<file path="config.mk">
export PLATFORM = sky130hd
export DESIGN_NAME = ktai_queue
export DESIGN_NICKNAME = d
export VERILOG_FILES = /design/src/rtl/core/ktai_pkg.sv /design/src/rtl/core/ktai_queue.sv
export SDC_FILE = /design/constraint.sdc
export NUM_CORES = 1
export LEC_CHECK = 0
export ABC_AREA = 1
export BUFFER_PORTS_ARGS = -buffer_cell sky130_fd_sc_hd__buf_2
export CAP_MARGIN = 10
export CORE_ASPECT_RATIO = 1.25
export CORE_UTILIZATION = 41
export DETAILED_ROUTE_END_ITERATION = 8
export PLACE_DENSITY = 0.6
export SETUP_SLACK_MARGIN = 0.2
export SYNTH_ARGS = -nofsm -noshare
export SYNTH_HDL_FRONTEND = slang
export SYNTH_SLANG_ARGS = --single-unit
</file>
<file path="constraint.sdc">
create_clock -name clk -period 2.6 [get_ports clk]
set_input_delay 0.52 -clock clk [delete_from_list [all_inputs] [get_ports clk]]
set_output_delay 0.52 -clock clk [all_outputs]
set_load 0.02 [all_outputs]
</file>
<file path="src/rtl/core/ktai_pkg.sv">
// ----------------------------------------------------------------------------
// ktai_pkg
// Types and constants shared by the azimuth interpolator.
// ----------------------------------------------------------------------------
package ktai_pkg;

	localparam int AZIMUTH_BINS = 50;
	localparam int START_SLICES = 10;
	localparam int SLICE_COUNTS = 8;
	localparam int BEAMS        = 2;
	localparam int GATE_WIDTHS  = 8;

	localparam int BEAM_STRIDE = START_SLICES * START_SLICES;
	localparam int BIN_STRIDE  = BEAM_STRIDE * BEAMS;
	localparam int GATE_STRIDE = BIN_STRIDE * AZIMUTH_BINS;
	localparam int TABLE_DEPTH = GATE_STRIDE * GATE_WIDTHS;
	localparam int ADDR_W      = $clog2(TABLE_DEPTH);
	localparam int BIN_W       = $clog2(AZIMUTH_BINS);

	localparam logic [29:0] INV_TWO_PI_Q32 = 30'd683565276;

	localparam logic [2:0]  GATE_RESET = 3'd3;
	localparam logic [15:0] INSTR_RESET = 16'd4687;

	localparam int QUEUE_DEPTH = 4;
	localparam int QPTR_W      = $clog2(QUEUE_DEPTH);

	localparam int ROOT_STAGES = 17;

	typedef enum logic [0:0] {
		FUNC_QUERY = 1'b0,
		FUNC_WRITE = 1'b1
	} func_t;

	typedef enum logic [0:0] {
		REG_GATE_WIDTH     = 1'b0,
		REG_INSTRUMENT_KPR = 1'b1
	} reg_idx_t;

	typedef struct packed {
		logic                 write;
		logic                 err;
		logic [ADDR_W-1:0]    addr_lo;
		logic [ADDR_W-1:0]    addr_hi;
		logic [15:0]          weight;
		logic [15:0]          wdata;
	} cmd_t;

	// one root digit step: remainder/root pair
	typedef struct packed {
		logic [33:0] rem;
		logic [16:0] root;
	} rt_t;

endpackage

</file>
<file path="src/rtl/core/ktai_queue.sv">
// ----------------------------------------------------------------------------
// ktai_queue
// Short command queue between the front and back halves.
// ----------------------------------------------------------------------------
module ktai_queue (
	input  logic           clk,
	input  logic           arst_n,
	input  logic           push,
	input  ktai_pkg::cmd_t push_data,
	input  logic           pop,
	output logic           not_empty,
	output logic           almost_full,
	output ktai_pkg::cmd_t head
);
	ktai_pkg::cmd_t mem_q [ktai_pkg::QUEUE_DEPTH];
	logic [ktai_pkg::QPTR_W-1:0] wp_q, rp_q;
	logic [ktai_pkg::QPTR_W:0]   cnt_q;

	assign not_empty   = cnt_q != '0;
	assign almost_full = cnt_q == (ktai_pkg::QPTR_W+1)'(ktai_pkg::QUEUE_DEPTH);
	assign head        = mem_q[rp_q];

	always_ff @(posedge clk) begin
		if (push) begin
			mem_q[wp_q] <= push_data;
		end
	end

	always_ff @(posedge clk or negedge arst_n) begin
		if (!arst_n) begin
			wp_q  <= '0;
			rp_q  <= '0;
			cnt_q <= '0;
		end else begin
			if (push) wp_q <= wp_q + 1'b1;
			if (pop)  rp_q <= rp_q + 1'b1;
			cnt_q <= cnt_q + (ktai_pkg::QPTR_W+1)'(push) - (ktai_pkg::QPTR_W+1)'(pop);
		end
	end

	assert property (@(posedge clk) disable iff (!arst_n)
		!(push && !pop && cnt_q == (ktai_pkg::QPTR_W+1)'(ktai_pkg::QUEUE_DEPTH)))
		else $error("queue overflow");
	assert property (@(posedge clk) disable iff (!arst_n) pop |-> not_empty)
		else $error("queue underflow");
	assert property (@(posedge clk) disable iff (!arst_n)
		(push && !pop) |=> cnt_q == $past(cnt_q) + 1'b1)
		else $error("queue count");
endmodule

</file>
After elaboration in Yosys (flattened, before gate mapping)

Memory sizes are Yosys's and may differ from the RTL's.
Cells that the tools add are included.

$add $sub $neg: 4
Equal/unequal tests: 1
Mux-type cells: 2
Reduce and logical (&&, ||, !) cells: 1

Operators by type and width:

| cell                                        | count |
|---|---|
| adder 2 x 1 -> 2 bit, second input constant | 2 |
| adder 3 x 1 -> 3 bit                        | 1 |
| equality test 3 bit, second input constant  | 1 |
| nonzero test 3 bit                          | 1 |
| subtractor 3 x 1 -> 3 bit                   | 1 |
| two-way mux 1 bit                           | 2 |

Register bits: 7
RAM bits: 272
Bits of input ports: 72
Output and inout bits: 70
Word-level logic and storage cells: 12
Memories: 1

Memory list:

| name  | words | width | read ports | clocked after memory_dff | write ports | line             | text |
|---|---|---|---|---|---|---|---|
| mem_q | 4     | 68    | 1          | 0                        | 1           | ktai_queue.sv:15 | `ktai_pkg::cmd_t mem_q [ktai_pkg::QUEUE_DEPTH];` |

Logic depth before layout (Yosys ltp)

Depth in word-level cells: 2
Mapped depth: 8
Depth with buffers taken out: 8

Worst setup path before layout

No wires, ideal clock.

Kind: input-to-reg
Start point: in push
End point: mem mem_q[1][0] in the netlist's numbering, enable pin
Setup time: 0.422 ns
Arrival time: 2.129 ns
Required time: 2.178 ns
Setup slack: 0.049 ns
Stages: 3
Path buffers: 1
Cells stage by stage: clkbuf_1 nand2_1 inv_1

Longest elaborated chain between the ends: 2

RTL lines:

| item                                    | line             | text |
|---|---|---|
| start, declared                         | ktai_queue.sv:8  | `input logic push,` |
| two-way mux 1 bit                       | ktai_queue.sv:24 | `if (push) begin` |
| two-way mux 1 bit (not written as such) | ktai_queue.sv:25 | `mem_q[wp_q] <= push_data;` |
| end, declared                           | ktai_queue.sv:15 |  |

No other way between the ends.

==> results.yml <==
timing:
  maxSlewHeadroom_pct: 61.97
  min_period_ns: 2.386
  worst_pin_slew_ns: 0.5705
  skew_ns: 0.005306
  setup_ws_ns: 0.2144
  finalSetupViolations: 0
  setup_tns_ns: 0
  drv_slew: 0
  max_freq_mhz: 419.2
  rsz0062_at_grt: "true"
  post-route-period-util_pct: 91.76
  final_hold_viol_count: 0
cts:
  path_clk_slew_ns: 0.06
  cts_tree: "yes"
  clockBufferDepth: 3
  h-tree-depth: 1
  clk_latency_ns: 0.52
  cts_root_buf: "clkbuf_16"
  clock_sinks: 279
  cts_made_buffers: 27
floorplanning:
  start_util_pct: 42.14
  die_h_um: 191.4
  row_count: 68
  core_area_um2: 27910
  num_io_pins: 142
  dieArea_um2: 29370
  fp.dieW_um: 153.5
place:
  finalWeightedCongestion: 0.7210
  placed_area_um2: 12970
  place_hpwl_um: 14110
  placed_cells: 1572
  numPortBuffers: 141
  place_ws_ns: 0.6034
synth:
  ys_async_sr_fraction_pct: 2.509
  yosysTopAreaCell: "edfxtp_1"
  synth.distinct_cells: 15
  ys_warn_count: 0
  ys_seq_elements: 279
  netlist_area_um2: 11760
  avgSynthCellArea_um2: 10.59
  synth_top_area_share_pct: 69.45
  synth_area_leaders: "edfxtp_1 (69%), nand2_1 (11%), inv_1 (9.1%)"
  ys_top_cells_by_count: "nand2_1 (351), inv_1 (284), edfxtp_1 (272)"
  ys_seq_area_share_pct: 70.94
  yosysMostFrequentCell: "nand2_1"
  synth-edff-count: 272
  syn_inst: 1111
  synthesis.nets: 1190
  synthFlopType: "edfxtp_1"
detailed_routing:
  drt_iter0_markers: 399
  wl_per_cell_um: 17.01
  ant_nets: 0
  vias: 7777
  drc: 0
  dr.pass1.iters: 5
  finalWirelength_um: 28150
  vias_per_cell: 4.699
critical_path:
  crit_required_ns: 2.08
  cpMaxStageDelayCell: "dfrtp_4"
  worst_setup_path_start_kind: "register"
  path_buf_inv: 3
  max_stage_delay_ns: 0.57
  arrival_ns: 1.87
  cp-end-kind: "primary output"
  crit_top_cell: "nand2_1"
  critPathKind: "register to primary output"
  cp_top_family: "flip-flops"
  crit_path_cell_trace: "buf_8, clkbuf_16, nand2_1, nand3_1, nand2_1, buf_4"
  path_max_fanout: 17
pwr:
  internal_power_mw: 11.54
  ir_drop_uv: 730.2
  p_clk_share_pct: 20.3
  combinationalPowerShare_pct: 46.6
  power_switching_mw: 6.949
  cellPowerDensity_nw_per_um2: 1239
  seq_power_share_pct: 33.1
  swShare_pct: 37.58
  p_leak_nw: 6.861
job:
  cap_violations: 0
min_path:
  holdCritPathClass: "input port to register"
finish:
  area_growth_syn_to_layout_pct: 26.91
  postLayoutCellArea_um2: 14920
  drive_gt1_share_pct: 21.70
  layout.nets: 1364
  stdcell_count: 1655
  fin_util_pct: 53.48
global_routing:
  antenna_found_initial: 5
  grt_pass1_vias: 7239
  track_usage_pct: 17.04
  grt_first_pass_wirelength_um: 38500
  grt_max_degree: 70
  gr-total-overflow: 0
status:
  status: "finished clean"
sequential cells by signal (all words and copies together), names as in the netlist:
signal and count:
mem_q 272, cnt_q 3, rp_q 2, wp_q 2
metal layers:
layer	global-route usage, %	wire length, um	up-vias
met1	20.22	11450	3704
met4	4.231	679	6
met2	31.15	14370	205
li1	-	-	3814
met3	3.763	1617	48
met5	0	36	-
metrics by stage:
| stage | hold WS [ns] | power [mW] |
|---|---|---|
| finish | 0.2089 | 18.49 |
| global route | 0.1871 | 19.47 |
| CTS | 0.1943 | 16.49 |
| detailed placement | 0.3831 | 12.43 |
| global placement | 0.3804 | 12.33 |
| floorplan | 0.2244 | 10.20 |
cell families after synthesis:
group / share of synthesized area, %
buffers and inverters: 10.86
AO/OA/AOI/OAI: 0.04252
adder cells (fa/ha/maj): 0.8086
AND/OR/NAND/NOR: 17.12
flip-flops: 70.94
XOR/XNOR: 0.2235
area by class of cell:
class / instances / area [um^2]
antenna: 1 / 2.502
clock buffer: 32 / 694.4
clock inverter: 16 / 141.4
fill: 2348 / 12980
inverter: 286 / 1104
multi-input combinational: 501 / 2315
sequential: 279 / 8348
tap: 350 / 437.9
timing repair buffer: 187 / 1841
timing repair inverter: 3 / 41.29
placed cells by master (no fill, tap or decap), drive strengths merged:
master       count
fa               1
dlygate4sd3      1
clkinv          15
ha               6
dfrtp            7
nand3          138
nor3             1
diode            1
xor2             3
buf            174
clkinvlp         4
clkbuf          44
o21ai            1
edfxtp         272
inv            283
bufinv           3
nand2          351
path summary, 6_finish.rpt:
kind                       slack [ns]  depth (start not counted)                     end                start
hold reg to reg                  0.53                          1     wp_q[0]$_DFFE_PN0P_  wp_q[0]$_DFFE_PN0P_
setup reg to reg                 0.67                          5  mem_q[2][26]$_DFFE_PP_  wp_q[0]$_DFFE_PN0P_
min in group asynchronous        0.37                          2      cnt_q[2]$_DFF_PN0_               arst_n
hold / removal                   0.21                          1  mem_q[1][62]$_DFFE_PP_        push_data[62]
setup / recovery                 0.21                          6                head[46]  rp_q[0]$_DFFE_PN0P_
max in group asynchronous        2.03                          2     rp_q[0]$_DFFE_PN0P_               arst_n
timing repair:
| item | in CTS | in global routing |
|---|---|---|
| hold endpoints to repair | 7 | 0 |
| pin swaps | 0 | 43 |
| gates cloned | 3 | 23 |
| hold buffers | 1 | 0 |
| buffers inserted | 4 | 3 |
| endpoints found under the setup margin | 68 | 63 |
| gates resized for setup | 10 | 169 |
power groups by stage:
stage | registers, mW | logic, mW | clock network [mW]
after CTS | 6.13 | 6.55 | 3.82
final | 6.11 | 8.62 | 3.76
after global placement | 6.16 | 6.17 | 0
after detailed placement | 6.18 | 6.26 | 0
after global routing | 6.18 | 9.28 | 4.01
after floorplan | 6.15 | 4.05 | 0
Note: power is estimated with default switching activity, not from simulation.
