--- src/rtl/core/ktai_pkg.sv ---
// ----------------------------------------------------------------------------
// ktai_pkg
// Types and constants shared by the azimuth interpolator.
// ----------------------------------------------------------------------------
package ktai_pkg;

	localparam int AZIMUTH_BINS = 50;
	localparam int START_SLICES = 10;
	localparam int SLICE_COUNTS = 8;
	localparam int BEAMS        = 2;
	localparam int GATE_WIDTHS  = 8;

	localparam int BEAM_STRIDE = START_SLICES * START_SLICES;
	localparam int BIN_STRIDE  = BEAM_STRIDE * BEAMS;
	localparam int GATE_STRIDE = BIN_STRIDE * AZIMUTH_BINS;
	localparam int TABLE_DEPTH = GATE_STRIDE * GATE_WIDTHS;
	localparam int ADDR_W      = $clog2(TABLE_DEPTH);
	localparam int BIN_W       = $clog2(AZIMUTH_BINS);

	localparam logic [29:0] INV_TWO_PI_Q32 = 30'd683565276;

	localparam logic [2:0]  GATE_RESET = 3'd3;
	localparam logic [15:0] INSTR_RESET = 16'd4687;

	localparam int QUEUE_DEPTH = 4;
	localparam int QPTR_W      = $clog2(QUEUE_DEPTH);

	localparam int ROOT_STAGES = 17;

	typedef enum logic [0:0] {
		FUNC_QUERY = 1'b0,
		FUNC_WRITE = 1'b1
	} func_t;

	typedef enum logic [0:0] {
		REG_GATE_WIDTH     = 1'b0,
		REG_INSTRUMENT_KPR = 1'b1
	} reg_idx_t;

	typedef struct packed {
		logic                 write;
		logic                 err;
		logic [ADDR_W-1:0]    addr_lo;
		logic [ADDR_W-1:0]    addr_hi;
		logic [15:0]          weight;
		logic [15:0]          wdata;
	} cmd_t;

	// one root digit step: remainder/root pair
	typedef struct packed {
		logic [33:0] rem;
		logic [16:0] root;
	} rt_t;

endpackage

--- src/rtl/core/ktai_if.sv ---
// ----------------------------------------------------------------------------
// ktai_in_if / ktai_out_if / ktai_cfg_if
// Valid/ready channels of the azimuth interpolator.
// ----------------------------------------------------------------------------
interface ktai_in_if;
	logic        valid;
	logic        ready;
	logic        func;
	logic [16:0] entry_index;
	logic [15:0] entry_value;
	logic [3:0]  first_slice;
	logic [3:0]  slice_total;
	logic [1:0]  beam_select;
	logic signed [20:0] azimuth_rad;
	modport source (output valid, func, entry_index, entry_value, first_slice,
		slice_total, beam_select, azimuth_rad, input ready);
	modport sink (input valid, func, entry_index, entry_value, first_slice,
		slice_total, beam_select, azimuth_rad, output ready);
endinterface


--- src/rtl/core/ktai_front.sv ---
// ----------------------------------------------------------------------------
// ktai_front
// Accepts words, wraps azimuth, finds bins and table addresses (3 stages).
// ----------------------------------------------------------------------------
module ktai_front (
	input  logic                 clk,
	input  logic                 arst_n,
	ktai_in_if.sink              in_ch,
	input  logic [2:0]           gate_q,
	input  logic                 stall,
	output logic                 cmd_valid,
	output ktai_pkg::cmd_t       cmd
);
	logic        v_s1, v_s2, v_s3;
	logic        wr_s1, wr_s2;
	logic [16:0] idx_s1, idx_s2;
	logic [15:0] val_s1, val_s2;
	logic        bad_s1, bad_s2;
	logic [ktai_pkg::ADDR_W-1:0] base_s1, base_s2;
	logic signed [51:0] turns_s1;
	logic [47:0] frac_s2;
	logic        oor_s2;
	logic signed [52:0] tw;
	logic [55:0] pos;
	logic [ktai_pkg::BIN_W-1:0] lo, hi;
	logic        lo_bad;
	logic        bad_c;
	logic [ktai_pkg::ADDR_W-1:0] base_c;

	assign in_ch.ready = !stall;

	always_comb begin
		bad_c = (32'(gate_q) >= 32'(ktai_pkg::GATE_WIDTHS))
			|| (32'(in_ch.beam_select) >= 32'(ktai_pkg::BEAMS))
			|| (in_ch.slice_total == 4'd0)
			|| (32'(in_ch.slice_total) > 32'(ktai_pkg::SLICE_COUNTS))
			|| (32'(in_ch.slice_total) > 32'(ktai_pkg::START_SLICES))
			|| (32'(in_ch.first_slice) >= 32'(ktai_pkg::START_SLICES));
		base_c = ktai_pkg::ADDR_W'(
			32'(gate_q) * ktai_pkg::GATE_STRIDE
			+ 32'(in_ch.beam_select) * ktai_pkg::BEAM_STRIDE
			+ (32'(in_ch.slice_total) - 32'd1) * ktai_pkg::START_SLICES
			+ 32'(in_ch.first_slice));
	end

	always_comb begin
		tw = 53'(turns_s1);
		if (tw < 0) begin
			tw = tw + (53'sd1 <<< 48);
		end
		if (tw >= (53'sd1 <<< 48)) begin
			tw = tw - (53'sd1 <<< 48);
		end
	end

	always_comb begin
		pos = 56'(frac_s2) * 56'(ktai_pkg::AZIMUTH_BINS);
		lo_bad = (32'(pos[55:48]) >= ktai_pkg::AZIMUTH_BINS);
		lo = pos[48 +: ktai_pkg::BIN_W];
		hi = (32'(lo) == ktai_pkg::AZIMUTH_BINS - 1) ? '0 : lo + 1'b1;
	end

	always_ff @(posedge clk or negedge arst_n) begin
		if (!arst_n) begin
			v_s1 <= 1'b0;
			v_s2 <= 1'b0;
			v_s3 <= 1'b0;
		end else if (!stall) begin
			v_s1 <= in_ch.valid;
			v_s2 <= v_s1;
			v_s3 <= v_s2;
		end
	end

	always_ff @(posedge clk) begin
		if (!stall) begin
			wr_s1    <= in_ch.func;
			idx_s1   <= in_ch.entry_index;
			val_s1   <= in_ch.entry_value;
			bad_s1   <= bad_c;
			base_s1  <= base_c;
			turns_s1 <= 52'(in_ch.azimuth_rad) * $signed({1'b0, ktai_pkg::INV_TWO_PI_Q32});
			wr_s2    <= wr_s1;
			idx_s2   <= idx_s1;
			val_s2   <= val_s1;
			bad_s2   <= bad_s1;
			base_s2  <= base_s1;
			oor_s2   <= (tw < 0) || (tw >= (53'sd1 <<< 48));
			frac_s2  <= tw[47:0];
			cmd.write  <= wr_s2;
			cmd.wdata  <= val_s2;
			cmd.err    <= wr_s2 ? (32'(idx_s2) >= ktai_pkg::TABLE_DEPTH)
				: (bad_s2 || oor_s2 || lo_bad);
			cmd.addr_lo <= wr_s2 ? idx_s2[ktai_pkg::ADDR_W-1:0]
				: base_s2 + ktai_pkg::ADDR_W'(32'(lo) * ktai_pkg::BIN_STRIDE);
			cmd.addr_hi <= base_s2 + ktai_pkg::ADDR_W'(32'(hi) * ktai_pkg::BIN_STRIDE);
			cmd.weight  <= pos[47:32];
		end
	end

	assign cmd_valid = v_s3;
endmodule

--- src/flat_wrapper.sv ---
// flat-port wrapper written by rule: the top's interface ports become plain ports
module ktai_front_flat 
  (clk, arst_n, gate_q, stall, cmd_valid, cmd, in_ch_valid, in_ch_func, in_ch_entry_index, in_ch_entry_value, in_ch_first_slice, in_ch_slice_total, in_ch_beam_select, in_ch_azimuth_rad, in_ch_ready);
  ktai_in_if in_ch_i ();
  input  logic clk;
  input  logic arst_n;
  input  logic [2:0] gate_q;
  input  logic stall;
  output logic cmd_valid;
  output ktai_pkg::cmd_t cmd;
  input wire logic [$bits(in_ch_i.valid)-1:0] in_ch_valid;
  input wire logic [$bits(in_ch_i.func)-1:0] in_ch_func;
  input wire logic [$bits(in_ch_i.entry_index)-1:0] in_ch_entry_index;
  input wire logic [$bits(in_ch_i.entry_value)-1:0] in_ch_entry_value;
  input wire logic [$bits(in_ch_i.first_slice)-1:0] in_ch_first_slice;
  input wire logic [$bits(in_ch_i.slice_total)-1:0] in_ch_slice_total;
  input wire logic [$bits(in_ch_i.beam_select)-1:0] in_ch_beam_select;
  input wire logic [$bits(in_ch_i.azimuth_rad)-1:0] in_ch_azimuth_rad;
  output wire logic [$bits(in_ch_i.ready)-1:0] in_ch_ready;
  assign in_ch_i.valid = in_ch_valid;
  assign in_ch_i.func = in_ch_func;
  assign in_ch_i.entry_index = in_ch_entry_index;
  assign in_ch_i.entry_value = in_ch_entry_value;
  assign in_ch_i.first_slice = in_ch_first_slice;
  assign in_ch_i.slice_total = in_ch_slice_total;
  assign in_ch_i.beam_select = in_ch_beam_select;
  assign in_ch_i.azimuth_rad = in_ch_azimuth_rad;
  assign in_ch_ready = in_ch_i.ready;
  ktai_front u_core (.clk(clk), .arst_n(arst_n), .in_ch(in_ch_i), .gate_q(gate_q), .stall(stall), .cmd_valid(cmd_valid), .cmd(cmd));
endmodule
--- config.mk ---
export PLATFORM = sky130hd
export DESIGN_NAME = ktai_front_flat
export DESIGN_NICKNAME = d
export VERILOG_FILES = /design/src/rtl/core/ktai_pkg.sv /design/src/rtl/core/ktai_if.sv /design/src/rtl/core/ktai_front.sv /design/src/flat_wrapper.sv
export SDC_FILE = /design/constraint.sdc
export NUM_CORES = 1
export LEC_CHECK = 0
export BUFFER_PORTS_ARGS = -buffer_cell sky130_fd_sc_hd__buf_2
export CAP_MARGIN = 10
export CORE_MARGIN = 3
export CORE_UTILIZATION = 55
export DETAILED_ROUTE_END_ITERATION = 16
export GPL_TIMING_DRIVEN = 0
export PLACE_DENSITY_LB_ADDON = 0.12
export SYNTH_ARGS = -nofsm -noshare
export SYNTH_HDL_FRONTEND = slang
export SYNTH_SLANG_ARGS = --single-unit
--- constraint.sdc ---
create_clock -name clk -period 12.94 [get_ports clk]
set_input_delay 1.294 -clock clk [delete_from_list [all_inputs] [get_ports clk]]
set_output_delay 1.294 -clock clk [all_outputs]
set_load 0.1 [all_outputs]
======== Yosys cells after proc, flatten, opt, wreduce, memory -nomap -nowiden ========
Index checks and enable logic that the tools add are counted.
storage, ports and cells
  output and inout port bits .............. 70
  register bits after elaboration ......... 274
  word-level logic and storage cells ...... 63
  bits of input ports ..................... 72
cells by class
  order comparisons ....................... 10
  add/sub/neg operators ................... 9
  muxes and demuxes ....................... 5
  equality and inequality tests ........... 1
  multiply operators ...................... 7
  reductions and logical operators ........ 9
operator list
  operator                number
  $ge 53x50->1 const B    2
  $mux 53                 2
  $add 52x50->53 const B  1
  $lt 53x1->1 const B     1
  $mul 48x5->53 const B   1
  $sub 53x50->53 const B  1
  $lt 52x1->1 const B     1
  $mul 21x29->50 const B  1
  $add 17x14->17          2
  $mul 32x3->16 const B   1
  $mul 6x5->11 const B    2
  $add 17x17->17          1
  $add 17x4->17           1
  $add 17x9->17           1
  $ge 17x17->1 const B    1
  $mux 17                 1
  $mul 3x10->13 const B   1
  $gt 4x4->1 const B      2
  $logic_or 1x1->1        7
  $mul 2x5->7 const B     1
  $add 6x1->6 const B     1
  $eq 6x6->1 const B      1
  $ge 6x6->1 const B      1
  $mux 6                  1
  6 further kinds         6

======== Depth between registers and ports, before layout ========
Gate-level depths: netlist of run 1.
  depth in word-level cells ............... 6
  depth in mapped cells ................... 36
  gate-level depth less buffers ........... 35

======== Worst setup path before layout of run 1 ========
No wires, ideal clock.
  path type ............................... input to output
  start ................................... in stall
  end ..................................... out in_ch_ready
  path slack .............................. 4.609 ns
  data arrival time ....................... 7.037 ns
  cell stages on the path ................. 1
  path buffers ............................ 0
  path through ............................ inv_1
between the ends
  cells in the longest elaborated chain, start to end .. 1
RTL lines
  what                RTL line            source
  start: declaration  flat_wrapper.sv:8   input logic stall;
  $logic_not 1->1     -
  end: declaration    flat_wrapper.sv:19  output wire logic [$bits(in_ch_i.ready)-1:0] in_ch_ready;
No other way between the ends.

======== Final worst setup path of run 1 ========
  start ................................... reg u_core.frac_s2[17]
  end ..................................... reg, netlist name u_core.cmd[48]
between the ends
  cells in the longest elaborated chain, start to end .. 5
  elaborated cells between the ends (all ways) .. 6
RTL lines
  what                                       RTL line          source
  start: declaration                         ktai_front.sv:21  logic [47:0] frac_s2;
  start signal: assignment                   ktai_front.sv:89  frac_s2 <= tw[47:0];
  $mul 48x5->53 (*)                          ktai_front.sv:57  pos = 56'(frac_s2) * 56'(ktai_pkg::AZIMUTH_BINS);
  $add 6x1->6 or $eq 6x6->1 (tied branches)  ktai_front.sv:60  hi = (32'(lo) == ktai_pkg::AZIMUTH_BINS - 1) ? '0 : lo + 1'b1;
  $mux 6 (*)                                 ktai_front.sv:60
  $mul 6x5->11 (*)                           ktai_front.sv:96  cmd.addr_hi <= base_s2 + ktai_pkg::ADDR_W'(32'(hi) * ktai_pkg::BIN_STRIDE);
  $add 17x14->17 (*)                         ktai_front.sv:96
Mark *: on every way between the ends. The rest lies on a longest branch, timed or not.
A chain may end at the register's enable or synchronous reset.

==> results.yml, run 1 <==
synth:
  yosys_warnings: 0
  synth_top_area_share: 0.300
  synth_area_um2: 26900
  synthFlopType: "edfxtp_1"
  syn_inst: 2416
  synthMostInstantiatedCell: "inv_1"
  synth-edff-count: 269
  synth.area.top_cells: "edfxtp_1, ha_1, fa_1"
  netlist.top_cell.by_area: "edfxtp_1"
  syn_nets: 3256
  async_flop_share: 0.0110
  synth_seq_cells: 272
  syn_area_per_cell_um2: 11.1
  yosys-top-cells-count: "inv_1, ha_1, edfxtp_1"
  synth_cell_types: 72
  seq_area_frac_synth: 0.303
worst_setup_path:
  start_kind: "register"
  max_stage_delay_ns: 0.57
  cp.arrival_ns: 8.87
  rr_startpoint: "u_core.frac_s2[17]"
  setup.worst_path.class: "reg2reg"
  rr_worst_depth: 33
  crit_required_ns: 13.26
  r2r_slack_ns: 4.39
  end_kind: "register"
  cpMostUsedCell: "ha_1"
  crit_fanout: 10
  timing.rr.end: "u_core.cmd[48]"
  crit_slowest_cell: "o41ai_1"
  crit_path_start: "u_core.frac_s2[17]"
sta:
  max_slew_margin: 0.376
  fmax_ghz: 0.117
  worst_slew_pin_slew_ns: 0.936
  rsz0062_at_grt: "no"
  skew_ns: 0.0338
  timing.final.crit_share: 0.661
  finalHoldViolCount: 0
  fin_setup_tns_ns: 0
  slew_viol_final: 0
  post-route-min-period_ns: 8.55
  setup_violations: 0
floorplan:
  ios: 142
  die_w_um: 227
  die_area_um2: 51700
  start_util: 0.561
  die_h_um: 227
  core_area_um2: 48000
  rows: 80
clock_network:
  cts_root_buf: "clkbuf_16"
  numCtsBuffers: 28
  cts.path.max_buffers: 3
  ctsHoldBuffers: 0
  htree_levels: 1
  cts_resized: 0
  clk_latency_ns: 0.57
  cts_tree: "built"
  cts.sinks: 272
  cts_setup_buffers: 0
  clkTransAtPathRegs_ns: 0.06
layout:
  design_area_um2: 29400
  layout-area-overhead-vs-synth_pct: 9.26
  diodes: 0
  drive_gt1_frac: 0.0862
  nets: 3428
  instances_no_fill: 3224
placed_design:
  routabilityCongestion: 0.933
  dpl.hpwl_um: 46500
  dpl_cell_area_um2: 28400
  dp_cells: 3173
  port_buffers: 141
route:
  via_per_inst: 5.29
  drt_iter0_markers: 839
  dr.pass1.iters: 5
  dr.max_layer_used: "met4"
  drt_wl_total_um: 54700
  drc: 0
  ant_nets: 0
  wl_met1_um: 26600
  num_vias: 17100
  met3_length_um: 2400
  wl_met2_um: 24600
  wl_per_cell_um: 17.0
min_path:
  hold_class: "reg2reg"
  worstHoldEndpoint: "u_core.cmd[12]"
  hold_depth: 0
  min-delay-start: "u_core.val_s2[12]"
global_route:
  grtUsageTotal: 0.217
  grt_pass1_wl_um: 89200
  gr-total-overflow: 0
  grt_pass1_vias: 17500
  antenna_found_initial: 0
  grt_max_degree: 146
flow_run:
  max_cap_viol_count: 0
run_status:
  status: "complete, no violations"
## worst max path at each step
stage / to / slack, ns / cells after the start
after floorplan: in_ch_ready / 4.61 / 1
after global placement: in_ch_ready / 2.26 / 3
after detailed placement: u_core.cmd[48] / 4.38 / 33
after CTS: u_core.cmd[48] / 4.39 / 33
after global routing: u_core.cmd[48] / 3.68 / 33
final: u_core.cmd[48] / 4.39 / 33
## sequential cells by signal, indices dropped and copies added (netlist names), 16 cells and up
signal / count
u_core.turns_s1: 50
u_core.val_s2: 16
u_core.val_s1: 16
u_core.base_s2: 17
u_core.frac_s2: 46
u_core.base_s1: 17
u_core.idx_s1: 17
u_core.cmd: 68
u_core.idx_s2: 17
## layout by cell type, fill, tap and decap left out, types with 68 or more instances in the layout
master    Yosys  layout
a21oi_1     118     118
buf_2         1     142
edfxtp_1    269     269
fa_1        248     248
ha_1        520     520
inv_1       525     524
nand2_1      79      79
nor2_1       68      68
o21ai_0      76      76
xnor2_1      81      81
## metrics by stage
stage | setup slack [ns] | util | hold WS, ns
final | 4.39 | 0.613 | 0.415
after global routing | 3.68 | 0.613 | 0.427
after CTS | 4.39 | 0.613 | 0.420
after detailed placement | 4.38 | 0.592 | 0.405
after global placement | 2.26 | 0.591 | 0.402
after floorplan | 4.61 | - | 0.400
## layer usage
layer / vias up / GRT usage
met5: - / 0
met4: 0 / 0.0482
met3: 64 / 0.0302
met2: 295 / 0.349
met1: 8160 / 0.318
li1: 8552 / -
## cells by family (layout without fill, tap and decap cells)
family / Yosys count / in the layout / share of synthesized area
muxes: 10 / 10 / 0.00404
and+or+nand+nor: 316 / 316 / 0.0594
adders and majority gates: 768 / 768 / 0.426
buffers and inverters: 550 / 743 / 0.0770
DFF: 272 / 272 / 0.303
xor gates and xnor gates: 130 / 130 / 0.0431
AOI/OAI and AO/OA: 370 / 370 / 0.0879
## critical path: cells and delay by family (launching register included)
kind	cells	cell delay, ns
AND/OR/NAND/NOR	8	1.66
flip-flops	1	0.46
adder cells (fa/ha/maj)	10	3.27
AO/OA/AOI/OAI	8	2.03
XOR/XNOR	2	0.31
buffers and inverters	5	0.59
## layout make-up
| cell class | count | area, um^2 |
|---|---|---|
| fillers | 4040 | 18600 |
| multi-input cells | 1594 | 16700 |
| flip-flops and latches | 272 | 8150 |
| inverters | 525 | 1980 |
| well taps | 615 | 769 |
| repair buffers | 142 | 733 |
| clock buffers | 30 | 708 |
| clock inverters | 21 | 275 |
| plain buffers | 25 | 104 |
Power of run 1 is not shown: default switching activity piles up to over one toggle a cycle in this logic, so the estimate is an artifact.
==> run 2: changes to the inputs <==
==> constraint.sdc (replaced) <==
create_clock -name clk -period 7.5 [get_ports clk]
set_input_delay 0.75 -clock clk [delete_from_list [all_inputs] [get_ports clk]]
set_output_delay 0.75 -clock clk [all_outputs]
set_load 0.1 [all_outputs]
==> results.yml, run 2 (synthesis results as in run 1) <==
clock_network:
  cts_root_buf: "clkbuf_16"
  clk_latency_ns: 0.57
  cts.sinks: 272
  cts.path.max_buffers: 3
  numCtsBuffers: 28
  htree_levels: 1
  cts_tree: "built"
  clkTransAtPathRegs_ns: 0.07
placed_design:
  dpl_cell_area_um2: 28400
  routabilityCongestion: 0.933
  port_buffers: 141
  dpl.hpwl_um: 46500
layout:
  top_regs: "u_core.cmd x68, u_core.turns_s1 x50, u_core.frac_s2 x46"
  design_area_um2: 30500
  layout_commonest_cell: "inv_1"
  diodes: 0
  multi_input_area_um2: 17400
  layout-area-overhead-vs-synth_pct: 13.1
  top_register: "u_core.cmd"
  area.sequential_um2: 8150
  drive_gt1_frac: 0.135
  largest_register_ffs: 68
  fillCellCount: 3900
  final_cell_mix: "inv_1, ha_1, edfxtp_1"
  nets: 3472
sta:
  max_slew_margin: 0.379
  setup_violations: 0
  finalHoldViolCount: 0
  slew_viol_final: 0
  whs_ns: 0.344
  post-route-min-period_ns: 7.30
  worst_slew_pin_slew_ns: 0.932
  skew_ns: 0.0327
  timing.final.crit_share: 0.974
  fmax_ghz: 0.137
  fin_setup_tns_ns: 0
worst_setup_path:
  crit_required_ns: 7.82
  max_stage_delay_ns: 0.49
  cp.arrival_ns: 7.63
  end_kind: "register"
  start_kind: "register"
  setup.worst_path.class: "reg2reg"
  crit_slowest_cell: "fa_1"
  crit_fanout: 7
floorplan:
  start_util: 0.561
  die_w_um: 227
  die_area_um2: 51700
  die_h_um: 227
  rows: 80
  core_area_um2: 48000
  ios: 142
global_route:
  antenna_found_initial: 0
  met3_usage: 0.0299
  grtUsageMet2: 0.359
  use_met1: 0.320
  grt_pass1_vias: 17800
  grt_pass1_wl_um: 90500
  gr-total-overflow: 0
  grtUsageTotal: 0.220
  grt_max_degree: 146
  gr-max-usage-layer: "met2"
route:
  via_per_inst: 5.31
  num_vias: 17300
  drt_iter0_markers: 798
  drt_wl_total_um: 56100
  ant_nets: 0
  drc: 0
  wl_per_cell_um: 17.2
  dr.pass1.iters: 6
flow_run:
  max_cap_viol_count: 0
min_path:
  hold_class: "in2reg"
run_status:
  status: "complete, no violations"
run 2: cell types whose count changed in the layout (fill, tap and decap cells not counted), sizes merged:
| cell | previous run | this run |
|---|---|---|
| buf | 144 | 189 |
| clkbuf | 53 | 51 |
| dlygate4sd3 | 0 | 1 |
run 2: final cells by class:
| class | instances | area share |
|---|---|---|
| inverters | 525 | 0.0650 |
| clock buffers | 30 | 0.0232 |
| clock inverters | 21 | 0.00903 |
| well taps | 615 | 0.0253 |
| plain buffers | 22 | 0.00308 |
| multi-input cells | 1594 | 0.571 |
| repair buffers | 189 | 0.0360 |
| flip-flops and latches | 272 | 0.268 |
run 2: what timing repair did:
| action | CTS | global route |
|---|---|---|
| endpoints found under the setup margin | 11 | 10 |
| setup buffers | 31 | 15 |
| endpoints found under the hold margin | 3 | 0 |
| pin swaps | 35 | 39 |
| hold buffers | 1 | 0 |
| gates resized for setup | 61 | 61 |
run 2: metal layers:
layer / up-vias / share of wire
li1: 8640 / -
met1: 8347 / 0.48
met2: 295 / 0.46
met3: 61 / 0.041
met4: 0 / 0.016
met5: - / 0
run 2: critical path: cells and delay by family (launching register included):
family	cells	cell delay, ns
AO/OA/AOI/OAI	11	1.79
flip-flops	1	0.43
XOR/XNOR	4	0.60
adder cells (fa/ha/maj)	10	2.86
buffers and inverters	6	0.61
AND/OR/NAND/NOR	6	0.76
run 2: stage by stage:
stage | setup slack (ns) | utilization | instances
3_3_place_gp | -2.09 | 0.591 | 3172
6_report | 0.197 | 0.634 | 3268
2_1_floorplan | 0.113 | - | 2416
4_1_cts | 0.000765 | 0.624 | 3253
5_1_grt | -0.0959 | 0.634 | 3268
3_5_place_dp | -1.06 | 0.592 | 3173
run 2: worst paths after layout:
path                                 startpoint          endpoint  slack [ns]  cells past startpoint
min                        in_ch_entry_index[1]  u_core.idx_s1[1]        0.34                      1
max                          u_core.frac_s2[27]    u_core.cmd[48]        0.20                     37
min in group asynchronous                arst_n       u_core.v_s2        0.50                      2
max in group asynchronous                arst_n  u_core.cmd_valid        6.89                      2
max reg2reg                  u_core.frac_s2[27]    u_core.cmd[48]        0.20                     37
min reg2reg                   u_core.val_s2[12]    u_core.cmd[12]        0.41                      0
Power of run 2 is left out for the same reason.
==> run 3: changes to the inputs <==
--- a/config.mk
+++ b/config.mk
@@ -5,6 +5,7 @@
 export SDC_FILE = /design/constraint.sdc
 export NUM_CORES = 1
 export LEC_CHECK = 0
+export ABC_AREA = 1
 export BUFFER_PORTS_ARGS = -buffer_cell sky130_fd_sc_hd__buf_2
 export CAP_MARGIN = 10
 export CORE_MARGIN = 3
==> results.yml, run 3 <==
run_status:
  status: "complete, no violations"
synth:
  synthFlopType: "edfxtp_1"
  yosys.area_share.simple: 0.120
  yosys_warnings: 0
  yosys-top-cells-count: "inv_1, ha_1, nand2_1"
  synth_cell_types: 50
  synthMostInstantiatedCell: "inv_1"
  synth_top_family_by_area: "adder cells"
  syn_area_per_cell_um2: 9.55
  synth.area.top_cells: "edfxtp_1, ha_1, fa_1"
  synth_seq_cells: 272
  muxShareOfSynthArea: 0.000351
  netlist.top_cell.by_area: "edfxtp_1"
  syn_inst: 2983
  synth_xor_area_frac: 0.0350
  synth-edff-count: 269
  synth_area_um2: 28500
  syn_nets: 3823
  synth-adder-area-share: 0.403
  async_flop_share: 0.0110
  synth_top_area_share: 0.284
  seq_area_frac_synth: 0.286
  synth_compound_area_frac: 0.0598
layout:
  fillCellCount: 4392
  final_util: 0.617
  multi_input_area_um2: 17800
  nets: 4008
  final_cell_mix: "inv_1, ha_1, nand2_1"
  top_regs: "u_core.cmd x68, u_core.turns_s1 x50, u_core.frac_s2 x46"
  layout_commonest_cell: "inv_1"
  layout-area-overhead-vs-synth_pct: 9.79
  area.sequential_um2: 8150
  design_area_um2: 31300
  top_register: "u_core.cmd"
  largest_register_ffs: 68
  drive_gt1_frac: 0.0962
sta:
  worst_slew_pin_slew_ns: 0.757
  setup_ws_ns: 0.346
  fmax_ghz: 0.140
  slew_viol_final: 0
  finalHoldViolCount: 0
  max_slew_margin: 0.490
  fin_setup_tns_ns: 0
  setup_violations: 0
  timing.final.crit_share: 0.954
  post-route-min-period_ns: 7.15
  skew_ns: 0.0247
worst_setup_path:
  start_kind: "register"
  cp.arrival_ns: 7.46
  setup.worst_path.class: "reg2reg"
  cpMostUsedCell: "ha_1"
  crit_required_ns: 7.81
  crit_slowest_cell: "fa_1"
  max_stage_delay_ns: 0.49
  cp-endpoint: "u_core.cmd[47]"
  rr_startpoint: "u_core.frac_s2[39]"
  end_kind: "register"
  crit_path_start: "u_core.frac_s2[39]"
  rr_worst_depth: 38
  crit_fanout: 9
  timing.rr.end: "u_core.cmd[47]"
  r2r_slack_ns: 0.35
placed_design:
  dpl_cell_area_um2: 30100
  place_ws_ns: 0.0356
  port_buffers: 141
  dpl.hpwl_um: 55200
  routabilityCongestion: 0.955
floorplan:
  die_w_um: 234
  ios: 142
  start_util: 0.562
  die_area_um2: 54600
  core_area_um2: 50700
  die_h_um: 234
  rows: 82
route:
  drt_iter0_markers: 1062
  ant_nets: 0
  num_vias: 19700
  dr.pass1.iters: 5
  drt_wl_total_um: 64400
  via_per_inst: 5.11
  wl_per_cell_um: 16.7
  drc: 0
clock_network:
  cts_root_buf: "clkbuf_16"
  cts_tree: "built"
  numCtsBuffers: 29
  clkTransAtPathRegs_ns: 0.09
  clk_latency_ns: 0.58
  htree_levels: 1
  cts.sinks: 272
  cts.path.max_buffers: 3
min_path:
  hold_class: "in2reg"
  min-delay-start: "in_ch_entry_value[14]"
global_route:
  gr-total-overflow: 0
  antenna_found_initial: 0
  grtUsageTotal: 0.240
  grt_pass1_vias: 20400
  grt_pass1_wl_um: 103000
  grt_max_degree: 129
flow_run:
  max_cap_viol_count: 0
## run 3: worst min path at each step
stage | end | slack (ns) | cells past startpoint
after floorplan | u_core.bad_s2 | 0.40 | 0
after global placement | u_core.cmd[4] | 0.40 | 0
after detailed placement | u_core.base_s2[14] | 0.40 | 0
after CTS | u_core.val_s1[6] | 0.31 | 1
after global routing | u_core.val_s1[14] | 0.32 | 1
final | u_core.val_s1[14] | 0.34 | 1
## run 3: logic make-up (layout without fill, tap and decap cells)
family,after synthesis,count (layout)
compound gates,300,300
xor+xnor,114,114
fa+ha+maj,768,768
buf+inv,726,934
flops,272,272
mux,1,1
other cells,0,1
simple gates,802,802
## run 3: layer usage
layer  track usage  vias up  wire length [um]
met5             0        -                 0
met2         0.405      357             30500
met1         0.334     9305             29900
met3        0.0224       89              2190
met4        0.0641        0              1740
li1              -     9980                 -
## run 3: what timing repair did
action                                  4_1_cts  5_1_grt
buffers inserted                              0       10
pin swaps                                     0       10
hold endpoints to repair                      3        0
gates resized for setup                       2       44
endpoints found under the setup margin        2        9
hold buffers                                  1        0
## run 3: worst max-delay path: cells and delay by family, from the launching register on
kind	cells	cell delay, ns
buffers and inverters	6	0.39
DFF	1	0.43
AOI/OAI and AO/OA	6	0.86
and+or+nand+nor	14	1.64
adders and majority gates	10	3.11
xor gates and xnor gates	2	0.43
## run 3: cell type report
type | count | area share
sequential | 272 | 0.261
multi-input combinational | 1985 | 0.569
antenna | 1 | 0.0000800
clock buffer | 35 | 0.0252
buffer | 4 | 0.000480
timing repair buffer | 154 | 0.0270
clock inverter | 19 | 0.00412
tap | 672 | 0.0269
inverter | 722 | 0.0869
## run 3: stage by stage
step,hold WS (ns),cells
after floorplan,0.400,2983
after global placement,0.401,3796
after detailed placement,0.405,3798
after CTS,0.308,3853
after global routing,0.322,3863
final,0.339,3864
Power of run 3 is left out for the same reason.
